===== src/sv/psmf_pkg.sv =====
// Package for the paged sparse memory: address geometry, action and size codes.
// Used by every module of the block; depends on nothing.
package psmf_pkg;

  localparam int ADDR_BITS = 20;
  localparam int PAGE_BITS = 12;
  localparam int PNUM_BITS = ADDR_BITS - PAGE_BITS;
  localparam int PAGE_COUNT = 1 << PNUM_BITS;

  localparam logic [15:0] LATENCY_RESET = 16'd10;

  localparam logic [1:0] ACT_ADD   = 2'd0;
  localparam logic [1:0] ACT_QUERY = 2'd1;
  localparam logic [1:0] ACT_READ  = 2'd2;
  localparam logic [1:0] ACT_WRITE = 2'd3;

  localparam logic [1:0] SZ_BYTE = 2'd0;
  localparam logic [1:0] SZ_HALF = 2'd1;
  localparam logic [1:0] SZ_WORD = 2'd2;

  localparam logic REG_LATENCY = 1'b0;

  typedef enum logic [3:0] {
    S_IDLE   = 4'b0001,
    S_CLEAR  = 4'b0010,
    S_ACCESS = 4'b0100,
    S_DONE   = 4'b1000
  } state_t;

endpackage


===== src/sv/psmf_page_table.sv =====
// Page presence table: one flag per page, cleared by reset.
// Depends on psmf_pkg for the page geometry.
module psmf_page_table (
  input  logic                          clk,
  input  logic                          rst,
  input  logic                          set_en,
  input  logic [psmf_pkg::PNUM_BITS-1:0] set_page,
  input  logic [psmf_pkg::PNUM_BITS-1:0] look_page,
  output logic                          present
);
  import psmf_pkg::*;

  logic [PAGE_COUNT-1:0] flags;

  always_ff @(posedge clk) begin
    if (rst) begin
      flags <= '0;
    end else if (set_en) begin
      flags[set_page] <= 1'b1;
    end
  end

  assign present = flags[look_page];

endmodule


===== config.mk =====
export PLATFORM = sky130hd
export DESIGN_NAME = psmf_page_table
export DESIGN_NICKNAME = d
export VERILOG_FILES = /design/src/sv/psmf_pkg.sv /design/src/sv/psmf_page_table.sv
export SDC_FILE = /design/constraint.sdc
export NUM_CORES = 1
export LEC_CHECK = 0
export BUFFER_PORTS_ARGS = -buffer_cell sky130_fd_sc_hd__clkbuf_2
export CORE_ASPECT_RATIO = 1.25
export CORE_MARGIN = 2
export CORE_UTILIZATION = 46
export DETAILED_ROUTE_END_ITERATION = 8
export PLACE_DENSITY_LB_ADDON = 0.3
export RECOVER_POWER = 50
export SETUP_SLACK_MARGIN = 0.05
export SKIP_LAST_GASP = 1
export SLEW_MARGIN = 15
export SYNTH_ARGS = -nofsm -noshare
export SYNTH_HDL_FRONTEND = slang
export SYNTH_SLANG_ARGS = --single-unit
export TNS_END_PERCENT = 1

===== constraint.sdc =====
create_clock -name clk -period 4.17 [get_ports clk]
set_input_delay 0.2085 -clock clk [delete_from_list [all_inputs] [get_ports clk]]
set_output_delay 0.2085 -clock clk [all_outputs]
set_load 0.005 [all_outputs]

# Word-level counts from Yosys, hierarchy flattened
# Cells that the tools add are included.
[word_totals]
ff_bits = 256
in_bits = 19
wordCells = 10
[classes]
reduce_logical = 1
n_mux = 4
bitwise_logic = 1
magnitude_cmp = 3
[op_table]
columns = ["cell", "count"]
rows = [
  ["OR 256 bit", 1],
  ["less-than comparator 8 x 9 -> 1 bit, second input constant", 2],
  ["binary-select mux 1 bit (select 8 bit)", 1],
  ["demux 1 bit (select 8 bit)", 1],
  [">= comparator 8 x 1 -> 1 bit, second input constant", 1],
  ["two-way mux 1 bit", 2],
  ["logical AND 1 bit", 1],
]

# Logic depth before layout (Yosys ltp)
# Gate-level depths: netlist (run 1).
[depth]
ltp_word = 5
depth_mapped = 10
mapped_depth_nobuf = 7

# Worst setup path before layout (run 1)
# No wires, ideal clock.
[synth_path]
kind = "input port to output port"
from = "input port look_page[0] (netlist bit)"
to = "output port present"
path_buffers = 1
cell_stages = 8
setup_slack_ns = 2.290
arrival_time_ns = 1.671
cell_sequence = "buf_6 > mux4_1 > mux2i_1 > nand3_1 > and4_4 > o31ai_1 > nand4_1 > o41a_1"
[synth_via]
elab_chain_cells = 2
[synth_rtl]
columns = ["element", "line_no", "text"]
rows = [
  ["start: declaration", "psmf_page_table.sv:8", "input logic [psmf_pkg::PNUM_BITS-1:0] look_page,"],
  ["binary-select mux 1 bit (select 8 bit)", "psmf_page_table.sv:23", "assign present = flags[look_page];"],
  ["two-way mux 1 bit (implied by the code)", "psmf_page_table.sv:23", ""],
  ["end: declaration", "psmf_page_table.sv:9", "output logic present"],
]
# No other way between the ends. The select of a mux whose other input is x is not followed.

# Worst setup path after layout (run 1)
# Ends and elaborated chain as after synthesis.

==> flow_summary.json, run 1 <==
{
  "place_area_mm2": 0.0104,
  "ys_top_cells_by_count": "282 x nor2_1, 257 x a21oi_1, 256 x dfxtp_1",
  "synth-seq-cells": 256,
  "layout.cells.non_filler": 1394,
  "dp.cells": 1349,
  "fin_crit_sh_pct": 75.2,
  "reg.largest.list": "flags x256",
  "grt_max_degree": 136,
  "core_region_area_mm2": 0.0216,
  "cts_setup_buffers": 0,
  "largest-register": "flags",
  "gp_congestion": 0.793,
  "ctsHoldBuffers": 0,
  "synth-seq-area-share_pct": 50.2,
  "finalHoldViolations": 0,
  "synthMostInstantiatedCell": "nor2_1",
  "min_period_ns": 3.14,
  "syn_to_final_growth_pct": 9.59,
  "clock.fmax_mhz": 319,
  "place_ws_ns": 1.07,
  "routed_wl_mm": 26.7,
  "yosys.area.top_type_share_pct": 50.2,
  "synthArstFlopShare_pct": 0,
  "syn_avg_cell_area_um2": 9.11,
  "gr-total-overflow": 0,
  "max-cap-violations": 0,
  "rsz0062_at_grt": "no",
  "yosysWarnings": 0,
  "synth_flop_cell": "dfxtp_1",
  "largest_reg_flops": 256,
  "ys_types": 45,
  "critPathMaxFanout": 58,
  "pwr_density_cell_mw_per_mm2": 445,
  "p_leak_uw": 0.00416,
  "rows": 60,
  "dieWidth_um": 137,
  "first_iter_violations": 656,
  "via_count": 8068,
  "htree_levels": 1,
  "hp-class": "input pin to register",
  "clock_sinks": 256,
  "fin_skew_ns": 0,
  "wl_per_cell_um": 19.1,
  "final_cell_area_mm2": 0.0112,
  "synth_top_family_by_area": "compound AO/OA/AOI/OAI gates",
  "grt_use_total_pct": 22.6,
  "synth_fp_nets": 1139,
  "cts_tree": "done",
  "die_h_um": 170,
  "routed_via_density": 5.79,
  "critical_path_arrival_ns": 2.93,
  "path_class": "input pin to output port",
  "cts_buffers": 27,
  "grt_pass1_vias": 7674,
  "endpoint_kind": "output port",
  "antenna_cells": 0,
  "drv_slew": 0,
  "setup_ws_ns": 1.03,
  "fin_setup_tns_ns": 0,
  "dp_hpwl_mm": 16.4,
  "slew_headroom_pct": 12.9,
  "start_util_pct": 47.2,
  "status": "completed",
  "cp-start-kind": "input pin",
  "worst_ep_required_time_ns": 3.96,
  "grt_first_pass_wirelength_mm": 41.5,
  "synth_xor_xnor_area_share_pct": 0,
  "nFillCells": 2052,
  "post_cts_resized": 0,
  "antenna_found_initial": 0,
  "io_pins": 20,
  "timing.reg2reg.setup_slack_ns": 3.50,
  "syn-cell-area_mm2": 0.0102,
  "dr.pass1.iters": 6,
  "die_area_mm2": 0.0234,
  "cts-root-buf": "clkbuf_16",
  "synth.area.mux_share_pct": 14.0,
  "synth.largest_area_cell": "dfxtp_1",
  "final_nets": 1118,
  "synth_compound_area_share_pct": 16.7,
  "synth_cells": 1120,
  "synthTopCellsByArea": "dfxtp_1 50%, a21oi_1 13%, nor2_1 10%, mux2i_1 7.0%, mux4_2 5.7%",
  "setup_viol": 0,
  "path_clk_slew_ns": 0.06,
  "drive_above_1_share_pct": 9.24,
  "synthSimpleGateAreaFrac_pct": 14.5,
  "port_buffers": 19,
  "synth-edff-count": 0,
  "ir_drop_uv": 447,
  "insertion_delay_ns": 0.52,
  "hold-worst-slack_ns": 0.146,
  "drcViolationCount": 0,
  "yosys.area_share.adder_pct": 0,
  "ant_nets": 0,
  "worst_pin_slew_ns": 1.31,
  "max-clock-path-buffers": 3
}
## critical path, cell delays in order
cell and delay, ns:
buf_4 0.70, mux4_1 0.65, mux2i_1 0.20, nand3_1 0.10, and4_4 0.22, o31ai_1 0.31, nand4_1 0.18, o41a_1 0.18
clkbuf_2 0.13
## routing by layer
layer	vias to the layer above	global-route usage (%)	wire, um
met3	70	3.28	1520
met1	3848	29.3	11400
met5	-	0	0
met4	0	9.05	1020
li1	3870	-	-
met2	280	37.8	12700
## area by class of cell
| type | count | area (um2) | share of cell area, % |
|---|---|---|---|
| Tap cell | 279 | 349 | 3.12 |
| Inverter | 2 | 7.51 | 0.0672 |
| Timing Repair Buffer | 40 | 243 | 2.17 |
| Clock inverter | 5 | 53.8 | 0.481 |
| Clock buffer | 40 | 785 | 7.02 |
| Sequential cell | 256 | 5120 | 45.8 |
| Multi-Input combinational cell | 772 | 4620 | 41.3 |
## cell families (layout without fill, tap and decap cells)
| group | count (synthesis) | after routing |
|---|---|---|
| buf+inv | 92 | 87 |
| compound gates | 316 | 316 |
| mux | 102 | 102 |
| simple gates | 354 | 354 |
| flops | 256 | 256 |
## power by group
part	internal (uW)	switching, uW	leakage (uW)
Combinational	68.0	179	0.00168
Clock	1350	926	0.000415
Sequential	2450	2.77	0.00206
## placed cells by master (no fill, tap or decap), types with 5 or more instances in the layout
cell       netlist  layout
nand2b_1         8       8
clkbuf_8         0       6
nand2_1          9       9
nor3_1          17      17
clkbuf_16        0      27
o21ai_0          7       7
nor2_1         282     282
mux4_2          26      26
a221oi_1         8       8
mux4_1           5       5
nand3_1          5       5
and2_0          16      16
buf_4            6      18
o22ai_1         27      27
a21oi_1        257     257
clkbuf_1        64      14
mux2i_1         71      71
clkbuf_2         0      14
dfxtp_1        256     256
## worst paths after layout
check | start | end | cells past startpoint
worst max-delay path | look_page[0] | present | 9
worst min register to register | flags[201] | flags[201] | 2
worst max register to register | flags[108] | flags[108] | 2
worst min-delay path | set_page[3] | flags[226] | 4
## through the flow
step	util, %	power, uW
final	51.7	4980
after detailed placement	47.9	2750
after floorplan	-	2690
after CTS	51.8	5010
after global routing	51.7	5130
after global placement	47.9	2750
No activity file was read; power rests on OpenSTA's default activity.
==> run 2, diff against run 1 <==
clock period = 2.8 ns   (was 4.17 ns; I/O delays follow)
==> flow_summary.json, run 2 (synthesis gave the netlist of run 1 again) <==
{
  "ant_nets": 0,
  "first_iter_violations": 729,
  "fin_total_pwr_uw": 7610,
  "ctsHoldBuffers": 0,
  "path_class": "register to output port",
  "status": "completed",
  "setup_ws_ns": 0.137,
  "post_cts_resized": 2,
  "clock_sinks": 256,
  "die_area_mm2": 0.0234,
  "insertion_delay_ns": 0.52,
  "gr-total-overflow": 0,
  "rr_startpoint": "flags[74]",
  "reg.largest.list": "flags x256",
  "largest_reg_flops": 256,
  "cts-root-buf": "clkbuf_16",
  "hp-class": "input pin to register",
  "max-cap-violations": 0,
  "critPathMaxFanout": 2,
  "rows": 60,
  "clock.fmax_mhz": 376,
  "setup_viol": 0,
  "pwr_density_cell_mw_per_mm2": 663,
  "largest-register": "flags",
  "place_ws_ns": 0.297,
  "drv_slew": 0,
  "cts_tree": "done",
  "htree_levels": 1,
  "drcViolationCount": 0,
  "grt_first_pass_wirelength_mm": 42.2,
  "min_period_ns": 2.66,
  "critical_path_arrival_ns": 2.52,
  "path_clk_slew_ns": 0.06,
  "finalHoldViolations": 0,
  "max-clock-path-buffers": 3,
  "start_util_pct": 47.2,
  "die_h_um": 170,
  "dp_hpwl_mm": 17.2,
  "fin_skew_ns": 0,
  "routed_via_density": 5.69,
  "utilization_pct": 53.1,
  "core_region_area_mm2": 0.0216,
  "endpoint_kind": "output port",
  "cp-start-kind": "register",
  "via_count": 8103,
  "antenna_found_initial": 0,
  "worst_ep_required_time_ns": 2.66,
  "dr.pass1.iters": 7,
  "routed_wl_mm": 27.1,
  "dieWidth_um": 137,
  "fin_crit_sh_pct": 95.1,
  "cts_buffers": 26,
  "fin_setup_tns_ns": 0,
  "ir_drop_uv": 492,
  "hp-start": "rst",
  "worst_pin_slew_ns": 1.10,
  "p_leak_uw": 0.00432,
  "layout.cells.non_filler": 1424,
  "cts_setup_buffers": 0,
  "slew_headroom_pct": 26.5,
  "port_buffers": 19,
  "final_common_cell": "nor2_1",
  "grt_max_degree": 99,
  "final_nets": 1145,
  "rsz0062_at_grt": "no",
  "grt_pass1_vias": 7663,
  "wl_per_cell_um": 19.1,
  "antenna_cells": 0,
  "syn_to_final_growth_pct": 12.6,
  "drive_above_1_share_pct": 11.5,
  "grt_use_total_pct": 23.2,
  "gp_congestion": 0.857,
  "setup.worst_path.start": "flags[74]",
  "io_pins": 20,
  "dp.cells": 1377,
  "layout_common_cells": "282 x nor2_1, 257 x a21oi_1, 256 x dfxtp_1"
}
## run 2: per-layer routing
metal	vias to the layer above	track usage, %	part of all wire (%)
li1	3926	-	-
met1	3880	30.0	43
met2	224	39.0	48
met3	73	3.40	5.1
met4	0	8.87	3.8
met5	-	0	0
## run 2: power breakdown
part	internal, uW	switching (uW)	total (uW)
Sequential	3650	4.25	3650
Clock	2140	1420	3560
Combinational	123	270	393
## run 2: stage by stage
| step | area (um2) | hold slack (ns) |
|---|---|---|
| 2_1_floorplan | 10200 | 0.378 |
| 5_1_grt | 11500 | 0.101 |
| 4_1_cts | 11500 | 0.0657 |
| 6_report | 11500 | 0.0571 |
| 3_5_place_dp | 10600 | 0.450 |
| 3_3_place_gp | 10600 | 0.440 |
## run 2: cell type report
cell class	count	area, um2
well taps	279	349
flip-flops and latches	256	5120
multi-input cells	772	4620
inverters	2	7.51
clock inverters	11	136
fillers	1997	10100
repair buffers	68	493
clock buffers	36	749
## run 2: worst paths after layout
check                                  end  slack (ns)  cells past startpoint
worst min register to register  flags[201]        0.46                      2
worst max register to register   flags[74]        2.14                      2
worst min-delay path            flags[229]        0.06                      2
worst max-delay path               present        0.14                      6
## run 2: worst max-delay path, cell delays in order (launching register included)
cell and delay [ns]:
dfxtp_1 0.32, mux4_2 0.48, o21ai_1 0.26, a32oi_1 0.09
a32o_1 0.29, o41a_1 0.44, clkbuf_2 0.13
==> run 3, diff against run 2 <==
==> constraint.sdc (replaced) <==
create_clock -name clk -period 2.8 [get_ports clk]
set_input_delay 0.56 -clock clk [delete_from_list [all_inputs] [get_ports clk]]
set_output_delay 0.56 -clock clk [all_outputs]
set_load 0.005 [all_outputs]
==> flow_summary.json, run 3 (synthesis gave the netlist of run 1 again) <==
{
  "status": "finished with violations",
  "violations": "negative setup slack",
  "worst_pin_slew_ns": 1.15,
  "routed_wl_mm": 27.8,
  "dp.cells": 1411,
  "cts_buffers": 26,
  "reg.largest.list": "flags x256",
  "final_common_cell": "nor2_1",
  "worst_ep_required_time_ns": 2.24,
  "rsz0062_at_grt": "yes",
  "clock_sinks": 256,
  "die_area_mm2": 0.0234,
  "setup_ws_ns": -0.295,
  "first_iter_violations": 785,
  "wl_per_cell_um": 19.0,
  "ff2ff_path_depth": 2,
  "rows": 60,
  "cp-start-kind": "input pin",
  "via_count": 8419,
  "grt_pass1_vias": 8121,
  "critPathMaxFanout": 10,
  "io_pins": 20,
  "cts-root-buf": "clkbuf_16",
  "grt_use_total_pct": 24.0,
  "fin_skew_ns": 0,
  "port_buffers": 19,
  "whs_path_depth": 2,
  "die_h_um": 170,
  "largest_reg_flops": 256,
  "endpoint_kind": "output port",
  "path_class": "input pin to output port",
  "clock.fmax_mhz": 323,
  "max-clock-path-buffers": 3,
  "drive_above_1_share_pct": 15.7,
  "cts_tree": "done",
  "drcViolationCount": 0,
  "fin_setup_tns_ns": -0.295,
  "start_util_pct": 47.2,
  "insertion_delay_ns": 0.53,
  "gr-total-overflow": 0,
  "dieWidth_um": 137,
  "core_region_area_mm2": 0.0216,
  "critical_path_arrival_ns": 2.53,
  "setup_viol": 1,
  "dr.pass1.iters": 7,
  "fin_total_pwr_uw": 7800,
  "slew_headroom_pct": 22.9,
  "ir_drop_uv": 507,
  "routed_via_density": 5.75,
  "max-cap-violations": 0,
  "ant_nets": 0,
  "ctsHoldBuffers": 0,
  "gp_congestion": 0.861,
  "drv_slew": 0,
  "min_period_ns": 3.09,
  "grt_max_degree": 71,
  "final_nets": 1183,
  "final_cell_area_mm2": 0.0120,
  "layout_common_cells": "279 x nor2_1, 257 x a21oi_1, 255 x dfxtp_1",
  "htree_levels": 1,
  "p_leak_uw": 0.00454,
  "pwr_density_cell_mw_per_mm2": 649,
  "largest-register": "flags",
  "place_area_mm2": 0.0109,
  "grt_first_pass_wirelength_mm": 43.8,
  "antenna_found_initial": 0,
  "dp_hpwl_mm": 17.5,
  "antenna_cells": 0,
  "layout.cells.non_filler": 1463,
  "hp-class": "register to register",
  "path_clk_slew_ns": 0.06,
  "fin_crit_sh_pct": 111,
  "syn_to_final_growth_pct": 17.9,
  "finalHoldViolations": 0
}
run 3: cell count changes in the layout (fill, tap and decap cells not counted), moves of 3 or more:
cell      previous run  this run
buf_12               5        11
buf_4               35        59
buf_6                1         4
clkbuf_1            18        21
clkinv_2             6         1
mux2i_1             71        65
mux2i_2              0         3
mux2i_4              0         3
nor2_1             282       279
nor2_2               0         3
run 3: critical path: stages:
cell and delay [ns]:
buf_4 0.13, buf_6 0.18, buf_12 0.16, mux2i_1 0.21, o22ai_1 0.11, nor3_1 0.22
a32oi_1 0.08, a32o_1 0.26, o41a_1 0.46, buf_2 0.15
run 3: stage by stage:
step / util, % / setup WS (ns) / hold WS [ns]
finish: 55.6 / -0.295 / 0.459
detailed placement: 50.6 / -0.455 / 0.449
floorplan: - / 0.217 / 0.428
global placement: 50.6 / -0.426 / 0.440
global route: 55.6 / -0.364 / 0.487
CTS: 55.7 / -0.277 / 0.463
run 3: layer usage:
metal,track usage (%),wire (um),vias to the layer above
met3,3.13,1620,63
met5,0,0,-
met1,30.7,11800,4053
met4,8.92,868,0
met2,41.0,13600,289
li1,-,-,4014
run 3: repair_timing:
item                                   4_1_cts  5_1_grt
resized for setup                           26       11
setup endpoints to repair                    1        1
gates cloned                                 1        0
buffers inserted                             3        0
endpoints found under the hold margin        0        0
pin swaps                                    4        2
run 3: path summary, 6_finish.rpt:
kind                start          to  slack, ns
max          look_page[1]     present      -0.29
min reg2reg    flags[222]  flags[222]       0.46
min            flags[222]  flags[222]       0.46
max reg2reg     flags[34]   flags[34]       2.11
run 3: power by group:
part	leakage [uW]	internal [uW]	total, uW	switching, uW
registers	0.00206	3650	3650	4.31
logic	0.00204	181	472	291
clock network	0.000441	2210	3680	1470
run 3: cell type report:
class,instances,area (um2)
Sequential cell,256,5130
Clock buffer,38,777
Inverter,2,7.51
Timing Repair Buffer,106,908
Tap cell,279,349
Clock inverter,10,144
Fill cell,1942,9590
Multi-Input combinational cell,772,4720
